<file path="src/hw/rtl/modular_element_alu_assert.svh">
// Assertion macros for the modular element ALU.
`ifndef MODULAR_ELEMENT_ALU_ASSERT_SVH
`define MODULAR_ELEMENT_ALU_ASSERT_SVH
`ifndef SYNTH
`define MEA_ASSERT_IMP(label, clk, rst, a, c) \
  label: assert property (@(posedge clk) disable iff (rst) (a) |-> (c)) else $error("sequencer check failed");
`define MEA_ASSERT_NEXT(label, clk, rst, a, c) \
  label: assert property (@(posedge clk) disable iff (rst) (a) |=> (c)) else $error("sequencer check failed");
`else
`define MEA_ASSERT_IMP(label, clk, rst, a, c)
`define MEA_ASSERT_NEXT(label, clk, rst, a, c)
`endif
`endif

</file>
<file path="src/hw/rtl/mea_pkg.sv">
// ----------------------------------------------------------------------------
// mea_pkg
// Shared constants and types of the modular element ALU.
// ----------------------------------------------------------------------------
package mea_pkg;
  localparam int unsigned ELEM_WIDTH = 64;
  localparam int unsigned CFG_WIDTH = 64;

  typedef enum logic [2:0] {
    CMD_REDUCE = 3'd0,
    CMD_ADD    = 3'd1,
    CMD_SUB    = 3'd2,
    CMD_MUL    = 3'd3,
    CMD_EXP    = 3'd4,
    CMD_INV    = 3'd5,
    CMD_SWITCH = 3'd6,
    CMD_PARITY = 3'd7
  } cmd_t;

  localparam logic REG_MODULUS = 1'b0;
  localparam logic REG_TARGET  = 1'b1;
endpackage

</file>
<file path="src/hw/rtl/mea_divider.sv">
// ----------------------------------------------------------------------------
// mea_divider
// Restoring divider, one quotient bit per cycle.
// ----------------------------------------------------------------------------
module mea_divider #(
  parameter int unsigned W = mea_pkg::ELEM_WIDTH
) (
  input  logic         clk,
  input  logic         rst,
  input  logic         start,
  input  logic [W-1:0] num,
  input  logic [W-1:0] den,
  output logic         done,
  output logic [W-1:0] quo,
  output logic [W-1:0] rem
);
  localparam int unsigned CW = $clog2(W + 1);

  logic [W-1:0]  r;
  logic [W-1:0]  q;
  logic [CW-1:0] cnt;
  logic          busy;
  logic [W:0]    trial;

  assign trial = {r, q[W-1]};

  always_ff @(posedge clk) begin
    done <= 1'b0;
    if (rst) begin
      busy <= 1'b0;
      cnt  <= '0;
    end else if (start) begin
      busy <= 1'b1;
      r    <= '0;
      q    <= num;
      cnt  <= CW'(W);
    end else if (busy) begin
      // Shift in one dividend bit and try a subtract.
      if (trial >= {1'b0, den}) begin
        r <= W'(trial - {1'b0, den});
        q <= {q[W-2:0], 1'b1};
      end else begin
        r <= trial[W-1:0];
        q <= {q[W-2:0], 1'b0};
      end
      cnt <= cnt - 1'b1;
      if (cnt == CW'(1)) begin
        busy <= 1'b0;
        done <= 1'b1;
      end
    end
  end

  assign quo = q;
  assign rem = r;
endmodule

</file>
<file path="config.mk">
export PLATFORM = sky130hd
export DESIGN_NAME = mea_divider
export DESIGN_NICKNAME = d
export VERILOG_FILES = /design/src/hw/rtl/modular_element_alu_assert.svh /design/src/hw/rtl/mea_pkg.sv /design/src/hw/rtl/mea_divider.sv
export SDC_FILE = /design/constraint.sdc
export NUM_CORES = 1
export LEC_CHECK = 0
export ABC_CLOCK_PERIOD_IN_PS = 8100
export BUFFER_PORTS_ARGS = -buffer_cell sky130_fd_sc_hd__buf_2
export CAP_MARGIN = 20
export CORE_ASPECT_RATIO = 2
export CORE_MARGIN = 3
export CORE_UTILIZATION = 49
export CTS_CLUSTER_SIZE = 8
export DETAILED_ROUTE_END_ITERATION = 10
export GPL_TIMING_DRIVEN = 0
export PLACE_DENSITY = 0.76
export SLEW_MARGIN = 20
export SYNTH_ARGS = -nofsm -noshare
export SYNTH_HDL_FRONTEND = slang
export SYNTH_SLANG_ARGS = --single-unit
</file>
<file path="constraint.sdc">
create_clock -name clk -period 8.1 [get_ports clk]
set_clock_uncertainty 0.05 [all_clocks]
set_input_delay 1.215 -clock clk [delete_from_list [all_inputs] [get_ports clk]]
set_output_delay 1.215 -clock clk [all_outputs]
set_load 0.1 [all_outputs]
</file>
Word level (Yosys, flattened, before mapping)
Index checks and enable logic that the tools add are counted.
{"block": "classes", "mul": 0, "n_eq_ne": 1, "div": 0, "shifts": 0, "reduce_logical": 4, "n_mux": 11, "n_lt_le_gt_ge": 1, "addsub": 2, "bitwise": 2}
{"operator": "$mux 64", "n": 4}
{"operator": "$ge 65x64->1", "n": 1}
{"operator": "$sub 64x64->64", "n": 1}
{"operator": "$mux 7", "n": 2}
{"operator": "$eq 7x1->1 const B", "n": 1}
{"operator": "$sub 7x1->7 const B", "n": 1}
{"operator": "$mux 1", "n": 5}
{"operator": "$reduce_or 3->1", "n": 1}
{"operator": "$not 1->1", "n": 2}
{"operator": "$reduce_and 2->1", "n": 1}
{"operator": "$reduce_bool 2->1", "n": 1}
{"operator": "$reduce_or 2->1", "n": 1}
{"block": "totals", "n_memories": 0, "output_inout_bits": 129, "regBits": 137, "latchBits": 0, "rom_bits": 0, "mem_bits_rw": 0}

Longest topological paths before layout
{"block": "logic_depth", "word_depth": 4, "ltp_mapped": 16}

Worst setup path before layout
No wires, ideal clock.
{"block": "synth_timing", "path_kind": "input-to-reg", "startpoint": "input port start", "endpoint": "register q[0], in the netlist quo[0], enable pin", "setup_time_ns": 0.661, "setup_slack_ns": -0.233, "cell_stages": 2, "arrival_time_ns": 7.622, "cell_sequence": "clkinv_1 a21oi_1"}
{"block": "synth_via", "elab_chain_len": 2}
{"element": "start: declaration", "line_no": "mea_divider.sv:10", "text": "input logic start,"}
{"element": "$reduce_bool 2->1 (no line)"}
{"element": "$reduce_and 2->1 (no line)"}
{"element": "end signal: assignment", "line_no": "mea_divider.sv:35", "text": "q <= num;"}
{"element": "end signal: assignment", "line_no": "mea_divider.sv:41", "text": "q <= {q[W-2:0], 1'b1};"}
{"element": "end signal: assignment", "line_no": "mea_divider.sv:44", "text": "q <= {q[W-2:0], 1'b0};"}
{"element": "end: declaration", "line_no": "mea_divider.sv:20", "text": "logic [W-1:0] q;"}
Every way passes these cells.
A chain may end at the register's enable or synchronous reset.

Worst setup path after layout
{"block": "layout_timing", "startpoint": "input port den[0]", "endpoint": "register r[60], in the netlist rem[60], data pin"}
{"block": "layout_via", "elab_chain_len": 3}
{"element": "start: declaration", "line_no": "mea_divider.sv:12", "text": "input logic [W-1:0] den,"}
{"element": "$sub 64x64->64 or $ge 65x64->1 (tied branches)", "line_no": "mea_divider.sv:40, mea_divider.sv:39"}
{"element": "$mux 64 (*)", "line_no": "mea_divider.sv:39", "text": "if (trial >= {1'b0, den}) begin"}
{"element": "$mux 64 (*)", "line_no": "mea_divider.sv:37", "text": "end else if (busy) begin"}
{"element": "end signal: assignment", "line_no": "mea_divider.sv:40", "text": "r <= W'(trial - {1'b0, den});"}
{"element": "end signal: assignment", "line_no": "mea_divider.sv:43", "text": "r <= trial[W-1:0];"}
{"element": "end: declaration", "line_no": "mea_divider.sv:19", "text": "logic [W-1:0] r;"}
Mark *: on every way between the ends. The rest lies on a longest branch, timed or not. The select of a mux whose other input is x is not followed.

==> results.cfg <==
[run_status]
outcome = finished, final reports clean

[setup_path]
critical_path_required_ns = 8.23
path_delay_family = compound AO/OA/AOI/OAI gates
reg2regPathDepth = 13
cpMaxStageDelayCell = o311ai_1
path_depth = 13
slowest_delay_ns = 0.57
worst_setup_path_start_kind = input port
setup.worst_path.end_class = register
critPathKind = input port to register
cp_max_fo = 5
crit_arrival_ns = 4.81
cp_num_buf_inv = 1
worstPathCellList = buf_2 -> ha_1 -> fa_1 -> nand2b_1 -> a21oi_1 -> o21bai_1 -> o31ai_2 -> a41oi_2 -> o2111ai_1 -> nand2_1 -> o311ai_1 -> o21ai_0 -> a32o_1

[grt]
grt_usage = 0.2864
grt_pass1_vias = 9930
grt_max_degree = 25
grt_pass1_wl_mm = 50.09
grt_busiest_layer = met2
use_met2 = 0.5312
use_met1 = 0.2725
antenna_found_initial = 1
grt.met3_usage = 0.05873
grt-ovfl-total = 0

[clock_tree]
clkLatencyLatePin_ns = 0.44
cts_setup_buffers = 0
cts_sinks = 137
cts.clk_slew.worst_paths_ns = 0.06
cts_hold_buf = 0
cts_tree = built
htreeDepth = 4
clock-root-buffer = clkbuf_16
cts-resized-gates = 0
clk_path_buf_depth = 2
numCtsBuffers = 17

[routing]
via_per_inst = 5.889
ant_nets = 0
dr.pass1.iters = 7
drcViolationCount = 0
vias = 9623
wl_per_cell_um = 19.82
drt-total-wl_mm = 32.38
drtIter0Drc = 541

[floorplanning]
row_count = 73
initial_core_util = 0.5026
io_pins = 260
fp.dieArea_mm2 = 0.02247
die_w_um = 107.5
core_mm2 = 0.02009
die_y_um = 209.0

[synth]
yosysSeqAreaShare = 0.3984
syn_area_mm2 = 0.01010
synth_cells = 1074
synth_top_cell_by_area = edfxtp_1
yosys_warnings = 0
yosysMostFrequentCell = nand2_1
async_flop_share = 0
syn_area_per_cell_um2 = 9.404
synth_compound_area_frac = 0.2055
ys_ff_latch = 137
synth-edff-count = 128
synthMuxAreaShare = 0.07136
syn-num-nets = 1272
synth_top_area_share = 0.3806
synth-xor-area-share = 0.04249
synth-main-ff-cell = edfxtp_1
synth_top_family_by_area = compound AO/OA/AOI/OAI gates
synthSimpleGateAreaFrac = 0.1428
synthAdderAreaFrac = 0.08375
synth_top_cells_by_count = nand2_1, edfxtp_1, a21oi_1, inv_1, ha_1
synth_cell_types = 81
synthTopCellsByArea = edfxtp_1, ha_1, mux2_2, a21oi_1, nand2_1

[min_path]
hold_class = register to register
hold_depth = 2

[place]
pre_cts_ws_ns = 3.131
dpl.hpwl_mm = 25.76
gp_congestion = 0.9618
io_buffers = 259
place_area_mm2 = 0.01190

[finish]
fill_cells = 1773
fin_nets = 1556
drive_gt1_frac = 0.2888
syn2layout_area_growth_pct = 23.41
stdcell_area_mm2 = 0.01246

[sta]
finalHoldViolations = 0
clock.fmax_ghz = 0.2136
rsz0062_at_grt = no
drv_slew = 0
tightest_slew_ns = 0.8260
fin_hold_ws_ns = 0.4988
fin_ws_ns = 3.418
setup_tns_ns = 0
min_period_ns = 4.682
min_period_over_period = 0.5780
setup_viol_count_final = 0
slew_headroom = 0.4493

[power_and_ir_drop]
power.density_mw_per_mm2 = 229.6
power_leakage_uw = 0.005615
ir_worst_vdd_uv = 188.7
finalPower_uw = 2862

[job]
maxCapViolCount = 0
-- routing by layer --
metal / vias to the layer above / routed length [um]
met4: 0 / 2411
met5: - / 0
met1: 4513 / 10570
li1: 4526 / -
met3: 158 / 1941
met2: 426 / 17460
-- logic make-up after synthesis --
family	after synthesis
fa+ha+maj	67
buf+inv	139
simple gates	311
xor+xnor	49
flops	137
compound gates	307
mux	64
-- per-stage QoR --
stage	util	std cells
3_3_place_gp	0.5836	1595
2_1_floorplan	-	1074
5_1_grt	0.6203	1634
3_5_place_dp	0.5922	1601
4_1_cts	0.6202	1633
6_report	0.6203	1634
-- worst paths after layout --
kind              slack [ns]     from       to
hold reg to reg         0.50   cnt[1]   cnt[1]
setup reg to reg        3.89  quo[63]  rem[60]
hold / removal          0.50   cnt[1]   cnt[1]
setup / recovery        3.42   den[0]  rem[60]
-- worst reg2reg max path, stage by stage, from the launching register on --
cell and delay [ns]:
edfxtp_1 0.39, inv_1 0.06, ha_1 0.21, fa_1 0.38, nand2b_1 0.22, a21oi_1 0.21, o21bai_1 0.15, o31ai_2 0.43
a41oi_2 0.31, o2111ai_1 0.38, nand2_1 0.23, o311ai_1 0.57, o21ai_0 0.15, a32o_1 0.22
-- power breakdown --
part	switching (uW)	total [uW]	internal, uW
clock network	340	768	428
logic	854	1190	338
registers	45.0	903	858
total	1240	2860	1620
-- flip-flops by register name, indices dropped and copies added (netlist names) --
name  cells
rem      64
done      1
quo      64
busy      1
cnt       7
-- placed cells by master, fill, tap and decap left out, drive strengths merged, types with 22 or more instances in the layout --
master  netlist  routed
buf          20     285
a21oi       117     117
o21ai        32      32
xnor2        32      32
mux2         64      64
nor2         60      60
nand2       135     135
edfxtp      128     128
a211oi       22      22
a21o         48      48
clkbuf       29      46
ha           66      66
inv          88      95
-- cell type report --
type	instances	area, um2	area share
Tap cell	262	327.8	0.02630
Inverter	90	337.8	0.02710
Buffer	49	224.0	0.01797
Multi-Input combinational cell	798	5525	0.4433
Antenna cell	1	2.502	0.0002008
Timing Repair Buffer	265	1461	0.1172
Sequential cell	137	4024	0.3228
Clock buffer	17	425.4	0.03413
Clock inverter	15	136.4	0.01094
No activity file was read; power rests on OpenSTA's default activity.
