File: config.mk
export PLATFORM = sky130hd
export DESIGN_NAME = mea_mulmod
export DESIGN_NICKNAME = d
export VERILOG_FILES = /design/src/hw/rtl/modular_element_alu_assert.svh /design/src/hw/rtl/mea_pkg.sv /design/src/hw/rtl/mea_mulmod.sv
export SDC_FILE = /design/constraint.sdc
export NUM_CORES = 1
export LEC_CHECK = 0
export BUFFER_PORTS_ARGS = -buffer_cell sky130_fd_sc_hd__buf_2
export CORE_ASPECT_RATIO = 0.9
export CORE_UTILIZATION = 50
export CTS_CLUSTER_DIAMETER = 40
export DETAILED_ROUTE_END_ITERATION = 8
export PLACE_DENSITY_LB_ADDON = 0.12
export SYNTH_ARGS = -nofsm -noshare
export SYNTH_HDL_FRONTEND = slang
export SYNTH_SLANG_ARGS = --single-unit
File: constraint.sdc
create_clock -name clk -period 14.4 [get_ports clk]
set_input_delay 1.44 -clock clk [delete_from_list [all_inputs] [get_ports clk]]
set_output_delay 1.44 -clock clk [all_outputs]
set_load 0.005 [all_outputs]
File: src/hw/rtl/modular_element_alu_assert.svh
// Assertion macros for the modular element ALU.
`ifndef MODULAR_ELEMENT_ALU_ASSERT_SVH
`define MODULAR_ELEMENT_ALU_ASSERT_SVH
`ifndef SYNTH
`define MEA_ASSERT_IMP(label, clk, rst, a, c) \
  label: assert property (@(posedge clk) disable iff (rst) (a) |-> (c)) else $error("sequencer check failed");
`define MEA_ASSERT_NEXT(label, clk, rst, a, c) \
  label: assert property (@(posedge clk) disable iff (rst) (a) |=> (c)) else $error("sequencer check failed");
`else
`define MEA_ASSERT_IMP(label, clk, rst, a, c)
`define MEA_ASSERT_NEXT(label, clk, rst, a, c)
`endif
`endif

File: src/hw/rtl/mea_pkg.sv
// ----------------------------------------------------------------------------
// mea_pkg
// Shared constants and types of the modular element ALU.
// ----------------------------------------------------------------------------
package mea_pkg;
  localparam int unsigned ELEM_WIDTH = 64;
  localparam int unsigned CFG_WIDTH = 64;

  typedef enum logic [2:0] {
    CMD_REDUCE = 3'd0,
    CMD_ADD    = 3'd1,
    CMD_SUB    = 3'd2,
    CMD_MUL    = 3'd3,
    CMD_EXP    = 3'd4,
    CMD_INV    = 3'd5,
    CMD_SWITCH = 3'd6,
    CMD_PARITY = 3'd7
  } cmd_t;

  localparam logic REG_MODULUS = 1'b0;
  localparam logic REG_TARGET  = 1'b1;
endpackage

File: src/hw/rtl/mea_mulmod.sv
// ----------------------------------------------------------------------------
// mea_mulmod
// Bit-serial modular multiplier: one multiplier bit per cycle, double and add.
// ----------------------------------------------------------------------------
module mea_mulmod #(
  parameter int unsigned W = mea_pkg::ELEM_WIDTH
) (
  input  logic         clk,
  input  logic         rst,
  input  logic         start,
  input  logic [W-1:0] x,
  input  logic [W-1:0] y,
  input  logic [W-1:0] m,
  output logic         done,
  output logic [W-1:0] p
);
  localparam int unsigned CW = $clog2(W + 1);

  logic [W-1:0]  acc;
  logic [W-1:0]  ysh;
  logic [CW-1:0] cnt;
  logic          busy;
  logic [W:0]    dbl;
  logic [W-1:0]  dred;
  logic [W:0]    sum;
  logic [W-1:0]  acc_next;

  // Double then conditionally add, each followed by a conditional subtract of m.
  always_comb begin
    dbl  = {acc, 1'b0};
    dred = (dbl >= {1'b0, m}) ? W'(dbl - {1'b0, m}) : dbl[W-1:0];
    sum  = {1'b0, dred} + {1'b0, x};
    if (ysh[W-1]) begin
      acc_next = (sum >= {1'b0, m}) ? W'(sum - {1'b0, m}) : sum[W-1:0];
    end else begin
      acc_next = dred;
    end
  end

  always_ff @(posedge clk) begin
    done <= 1'b0;
    if (rst) begin
      busy <= 1'b0;
      cnt  <= '0;
    end else if (start) begin
      busy <= 1'b1;
      acc  <= '0;
      ysh  <= y;
      cnt  <= CW'(W);
    end else if (busy) begin
      acc <= acc_next;
      ysh <= {ysh[W-2:0], 1'b0};
      cnt <= cnt - 1'b1;
      if (cnt == CW'(1)) begin
        busy <= 1'b0;
        done <= 1'b1;
      end
    end
  end

  assign p = acc;
endmodule

* Word-level counts from Yosys, hierarchy flattened
Cells that the tools add are included.
** Word-level totals
- Register bits after elaboration :: 137
- Input port bits :: 195
- Logic and storage cells :: 31
** Cells by class
- $add $sub $neg :: 4
- $lt $le $gt $ge :: 2
- Eq/ne operators :: 1
- Multiplexer cells :: 12
- Bitwise operators :: 2
- Reductions and logical operators :: 4
** Operators by type and width (count)
- 64-bit 2-to-1 mux :: 6
- 65-bit by 64-bit greater-or-equal comparator with 1-bit output :: 2
- 64-bit subtractor :: 2
- 64-bit by 64-bit adder with 65-bit output :: 1
- 7-bit 2-to-1 mux :: 2
- 7-bit by 1-bit equality test with 1-bit output (second input constant) :: 1
- 7-bit by 1-bit subtractor with 7-bit output (second input constant) :: 1
- 1-bit 2-to-1 mux :: 4
- 3-bit OR reduction :: 1
- 1-bit inverter :: 2
- 2-bit AND reduction :: 1
- 2-bit nonzero test :: 1
- 2-bit OR reduction :: 1

* Logic depth before layout (Yosys ltp)
Gate-level depths: netlist (run 1).
- Depth in word-level cells :: 7
- Mapped depth :: 42
- Gate-level depth less buffers :: 35

* Least setup slack after synthesis (run 1)
Ideal clock, no wire load.
- Kind :: input to register
- From :: input port m[5]
- To :: register acc[17], in the netlist p[17] (data pin)
- Setup time :: 0.270 ns
- Data arrival time :: 8.969 ns
- Required time :: 14.130 ns
- Path slack :: 5.161 ns
- Stages :: 34
- Path buffers :: 6
- Cells stage by stage :: inv_1 -> ha_1 -> clkbuf_1 -> nand2_1 -> a2111oi_2 -> o211ai_1 -> o211ai_2 -> a211oi_1 -> o31a_1 -> o31ai_4 -> buf_4 -> mux2_1 -> ha_1 -> nand2_1 -> or3_1 -> or4b_1 -> a211oi_1 -> nor3_1 -> o21bai_1 -> a21oi_1 -> xnor2_1 -> ha_1 -> buf_2 -> nand4_1 -> or4_1 -> o31ai_1 -> a31o_2 -> a41o_1 -> buf_2 -> buf_6 -> buf_2 -> nand2_1 -> o211ai_1 -> a21oi_1
** On the way
- Cells in the longest elaborated chain, start to end :: 7
** RTL lines
- start, declared :: line mea_mulmod.sv:13 : input logic [W-1:0] m,
- 64-bit subtractor / 65-bit by 64-bit greater-or-equal comparator with 1-bit output (equally long branches) :: line mea_mulmod.sv:31 : dred = (dbl >= {1'b0, m}) ? W'(dbl - {1'b0, m}) : dbl[W-1:0];
- 64-bit 2-to-1 mux :: line mea_mulmod.sv:31
- 64-bit by 64-bit adder with 65-bit output :: line mea_mulmod.sv:32 : sum = {1'b0, dred} + {1'b0, x};
- 64-bit subtractor / 65-bit by 64-bit greater-or-equal comparator with 1-bit output (equally long branches) :: line mea_mulmod.sv:34 : acc_next = (sum >= {1'b0, m}) ? W'(sum - {1'b0, m}) : sum[W-1:0];
- 64-bit 2-to-1 mux :: line mea_mulmod.sv:34
- 64-bit 2-to-1 mux (*) :: line mea_mulmod.sv:33 : if (ysh[W-1]) begin
- 64-bit 2-to-1 mux (*) :: line mea_mulmod.sv:50 : end else if (busy) begin
- end signal, assigned :: line mea_mulmod.sv:51 : acc <= acc_next;
- end, declared :: line mea_mulmod.sv:19 : logic [W-1:0] acc;
Every way passes the cells marked *; elsewhere a longest branch is shown, timed or not. The select of a mux whose other input is x is not followed.
A chain may end at the register's enable or synchronous reset.

* Worst setup path after layout (run 1)
- From :: input port m[6]
- To :: register acc[54], in the netlist p[54] (data pin)
The elaborated chain is that of the path after synthesis.

==> results.json, run 1 <==
{
  "status": "finished clean",
  "fin_nets": 3031,
  "post-route-min-period_ps": 12320,
  "drc": 0,
  "r2r-start": "p[5]",
  "cts_root_buffer": "clkbuf_16",
  "fmax_mhz": 81.2,
  "worstSetupStartpointType": "primary input",
  "start_util_pct": 50.8,
  "place.gp.congestion": 1.00,
  "portBuffers": 259,
  "hold_start": "cnt[1]",
  "holdPathEnd": "cnt[1]",
  "worst_pin_slew_ps": 1260,
  "rsz0062_at_grt": "no",
  "via_per_inst": 6.54,
  "crit_path_end_kind": "flip-flop",
  "syn_to_final_growth_pct": 11.0,
  "cap_violations": 0,
  "grt_pass1_vias": 18600,
  "syn_area_mm2": 0.0190,
  "r2r_slack_ps": 2740,
  "reg2reg_to": "p[54]",
  "htreeDepth": 4,
  "syn_inst": 2474,
  "multiInputGateArea_mm2": 0.0140,
  "n_fill_cell": 3574,
  "numCtsBuffers": 17,
  "grt_pass1_wl_um": 111000,
  "firstDrtPassIters": 8,
  "ctsHoldBuffers": 0,
  "ff_latch_area_mm2": 0.00402,
  "ioPinCount": 260,
  "rows": 67,
  "die_h_um": 187,
  "crit_slowest_cell": "a211oi_1",
  "synth_top_cell_by_area": "edfxtp_1",
  "grtUsageTotal_pct": 37.0,
  "cts_setup_buffers": 0,
  "avgSynthCellArea_um2": 7.66,
  "clock_skew_ps": 16.0,
  "max_stage_delay_ps": 880,
  "synth_area_leaders": "edfxtp_1 20%, ha_1 13%, a21oi_1 7.6%, nand2_1 5.2%, xnor2_1 5.2%",
  "setup_viol": 0,
  "post_cts_resized": 0,
  "ys_ff_latch": 137,
  "ant_nets": 0,
  "finalMaxSlewViolations": 0,
  "antenna_found_initial": 2,
  "synth_edf_count": 128,
  "globalRouteOverflowTotal": 0,
  "ys.flop_type": "edfxtp_1",
  "routedWlPerCell_um": 23.5,
  "cts_tree": "yes",
  "slew_headroom_pct": 15.0,
  "syn_nets": 2866,
  "first_iter_violations": 2493,
  "drt-total-wl_um": 73600,
  "cp.arrival_ps": 12560,
  "critPathLaunch": "m[6]",
  "timing.setup.tns_ps": 0,
  "fp.dieW_um": 207,
  "cts_max_path_buffers": 2,
  "yosys_warnings": 0,
  "coreArea_mm2": 0.0373,
  "r2r_cells": 30,
  "min_path_type": "reg2reg",
  "synth_top_area_share_pct": 20.3,
  "fin_crit_sh_pct": 85.5,
  "finalHoldViolCount": 0,
  "vias": 20500,
  "synth-async-reset-ratio_pct": 0,
  "dieArea_mm2": 0.0387,
  "grt_max_degree": 69,
  "worstSetupPathType": "in2reg",
  "synth-seq-area-share_pct": 21.2,
  "cp_max_fo": 38,
  "required_ps": 14640,
  "worstSkewPairLatency_ps": 470,
  "path_clk_slew_ps": 80,
  "hpwl_um": 59700,
  "holdPathStages": 2,
  "drive_above_1_share_pct": 15.1,
  "clock-sinks": 137,
  "yosysUniqueCellTypes": 77
}
==> cell families after synthesis <==
family / count (synthesis) / synth area share, %
compound gates: 836 / 28.2
xor+xnor: 177 / 8.18
fa+ha+maj: 197 / 13.1
buf+inv: 246 / 5.21
flops: 137 / 21.2
mux: 84 / 4.92
simple gates: 797 / 19.1
==> synthesized netlist by cell type, types with 58 or more instances <==
| library cell | number |
|---|---|
| xnor2_1 | 113 |
| nand3_1 | 58 |
| a21o_1 | 96 |
| inv_1 | 117 |
| clkbuf_1 | 97 |
| mux2_2 | 70 |
| ha_1 | 194 |
| a21oi_1 | 288 |
| xor2_1 | 64 |
| o21ai_0 | 151 |
| edfxtp_1 | 128 |
| nand2_1 | 265 |
| nor2_1 | 245 |
==> layout by cell type, fill, tap and decap left out, drive strengths merged, types with 96 or more instances in the layout <==
cell    count
xnor2     113
edfxtp    128
nor2      245
buf       275
ha        194
inv       126
o21ai     158
a21oi     289
a21o       96
nand2     265
==> layout make-up <==
type                    instances  share of cell area [%]
repair buffers                275                    6.80
clock buffers                  17                    2.02
well taps                     483                    2.87
inverters                     117                    2.09
multi-input cells            2091                    66.4
flip-flops and latches        137                    19.1
diodes                          1                  0.0119
clock inverters                15                   0.731
==> metal layers <==
layer | GRT usage [%] | part of all wire (%) | vias to the layer above
li1 | - | - | 9513
met1 | 53.0 | 44 | 9685
met2 | 55.6 | 42 | 1192
met3 | 7.27 | 10 | 131
met4 | 11.8 | 3.2 | 0
met5 | 0 | 0 | -
==> per-stage QoR <==
stage                     hold slack (ps)  util [%]  cell area (µm²)  cells  worst slack (ps)
final                                 492      56.4            21100   3136              2080
after global routing                  536      56.4            21100   3135              1760
after CTS                             497      56.4            21100   3135              2260
after detailed placement              487      54.9            20500   3103              1790
after global placement                483      54.9            20500   3103              1920
after floorplan                       469         -            19000   2474              5160
==> sequential cells by signal, summed over array words and instances (netlist names) <==
register and cells:
cnt 7, done 1, ysh 64, p 64, busy 1
==> how the worst max path moves through the flow <==
stage / cells past startpoint / to / slack, ps
after floorplan: 34 / p[17] / 5160
after global placement: 32 / p[54] / 1920
after detailed placement: 32 / p[54] / 1790
after CTS: 32 / p[54] / 2260
after global routing: 32 / p[54] / 1760
final: 32 / p[54] / 2080
==> worst max-delay path: cells and delay by family <==
kind	cells	cell delay, ps
xor+xnor	1	200
mux	1	390
fa+ha+maj	3	1310
compound gates	15	5450
buf+inv	5	1110
simple gates	7	2630
Power of run 1 is not shown: default switching activity piles up to over one toggle a cycle in this logic, so the estimate is an artifact.
==> inputs of run 2 (changes only) <==
==> constraint.sdc (replaced) <==
create_clock -name clk -period 14.4 [get_ports clk]
set_input_delay 0.72 -clock clk [delete_from_list [all_inputs] [get_ports clk]]
set_output_delay 0.72 -clock clk [all_outputs]
set_load 0.005 [all_outputs]
==> run 2 against run 1 <==
Effect of this change: clock skew increased by 0.51 ps; non-clock buffer count decreased by 1; die area unchanged; setup slack improved by 110 ps; routed wire length decreased by 0.88%; sequential cell count unchanged.
==> results.json, run 2 (synthesis gave the netlist of run 1 again) <==
{
  "status": "finished clean",
  "drive_above_1_share_pct": 15.1,
  "worstSetupPathType": "reg2reg",
  "max_stage_delay_ps": 1030,
  "wl_met2_um": 31300,
  "cp.arrival_ps": 12510,
  "place.gp.congestion": 1.00,
  "clock_skew_ps": 16.5,
  "post_cts_resized": 0,
  "post-route-min-period_ps": 12210,
  "rows": 67,
  "via_per_inst": 6.46,
  "firstDrtPassIters": 6,
  "vias": 20300,
  "cpLargestDelayFamily": "compound AO/OA/AOI/OAI gates",
  "multiInputGateArea_mm2": 0.0140,
  "crit_slowest_cell": "a211oi_1",
  "crit_path_end_kind": "flip-flop",
  "cts_max_path_buffers": 2,
  "start_util_pct": 50.8,
  "rsz0062_at_grt": "no",
  "worst_pin_slew_ps": 1210,
  "clock-sinks": 137,
  "path_clk_slew_ps": 90,
  "syn_to_final_growth_pct": 11.2,
  "finalHoldViolCount": 0,
  "highest_layer": "met4",
  "cp_num_buf_inv": 3,
  "routedWlPerCell_um": 23.3,
  "drc": 0,
  "drt-total-wl_um": 73000,
  "grt_max_degree": 66,
  "slew_headroom_pct": 18.3,
  "setup_viol": 0,
  "dr_wl_met3_um": 7540,
  "grtUsageTotal_pct": 36.9,
  "fp.dieW_um": 207,
  "n_fill_cell": 3628,
  "layout_common_cells": "287 x a21oi_1, 265 x nand2_1, 258 x buf_2",
  "final_core_util_pct": 56.5,
  "routedLengthMet1_um": 32000,
  "finalMaxSlewViolations": 0,
  "first_iter_violations": 2347,
  "htreeDepth": 4,
  "cts_tree": "yes",
  "grt_pass1_vias": 18800,
  "hpwl_um": 59200,
  "coreArea_mm2": 0.0373,
  "cts_setup_buffers": 0,
  "dieArea_mm2": 0.0387,
  "fin_nets": 3030,
  "globalRouteOverflowTotal": 0,
  "die_h_um": 187,
  "ff_latch_area_mm2": 0.00402,
  "final_area_mm2": 0.0211,
  "placed_area_mm2": 0.0205,
  "portBuffers": 259,
  "ioPinCount": 260,
  "fin_crit_sh_pct": 84.8,
  "ant_nets": 0,
  "cts_root_buffer": "clkbuf_16",
  "worstSkewPairLatency_ps": 480,
  "timing.setup.tns_ps": 0,
  "grt_pass1_wl_um": 111000,
  "cap_violations": 0,
  "worstSetupStartpointType": "flip-flop",
  "ctsHoldBuffers": 0,
  "fmax_mhz": 81.9,
  "required_ps": 14700,
  "antenna_found_initial": 0,
  "numCtsBuffers": 17,
  "cp_max_fo": 52,
  "min_path_type": "in2reg",
  "final_common_cell": "a21oi_1"
}
==> run 2: cell types whose count changed in the layout (fill, tap and decap cells not counted), sizes merged <==
cell	before	now
buf	275	274
clkinv	5	8
clkinvlp	1	0
diode	1	2
inv	126	124
==> run 2: area by class of cell <==
type | instances | share of cell area [%]
Clock buffer | 17 | 2.02
Multi-Input combinational cell | 2091 | 66.3
Tap cell | 483 | 2.87
Inverter | 117 | 2.08
Timing Repair Buffer | 274 | 6.70
Sequential cell | 137 | 19.1
Antenna cell | 2 | 0.0237
Clock inverter | 15 | 0.920
==> run 2: metrics by stage <==
| step | setup slack (ps) | instances | hold WS (ps) |
|---|---|---|---|
| floorplan | 5880 | 2474 | 469 |
| global route | 1720 | 3134 | 490 |
| global placement | 2210 | 3102 | 482 |
| CTS | 2440 | 3134 | 462 |
| finish | 2190 | 3136 | 482 |
| detailed placement | 2080 | 3102 | 498 |
==> run 2: worst paths after layout <==
path           from     end  slack (ps)  cells after the start
max            p[5]   p[56]        2190                     30
min             rst  cnt[6]         480                      2
max reg2reg    p[5]   p[56]        2190                     30
min reg2reg  cnt[1]  cnt[1]         500                      2
==> run 2: routing by layer <==
layer | track usage (%) | vias up
li1 | - | 9504
met1 | 52.6 | 9581
met2 | 55.6 | 1073
met3 | 7.42 | 108
met4 | 12.1 | 0
met5 | 0 | -
Power of run 2 is left out for the same reason.
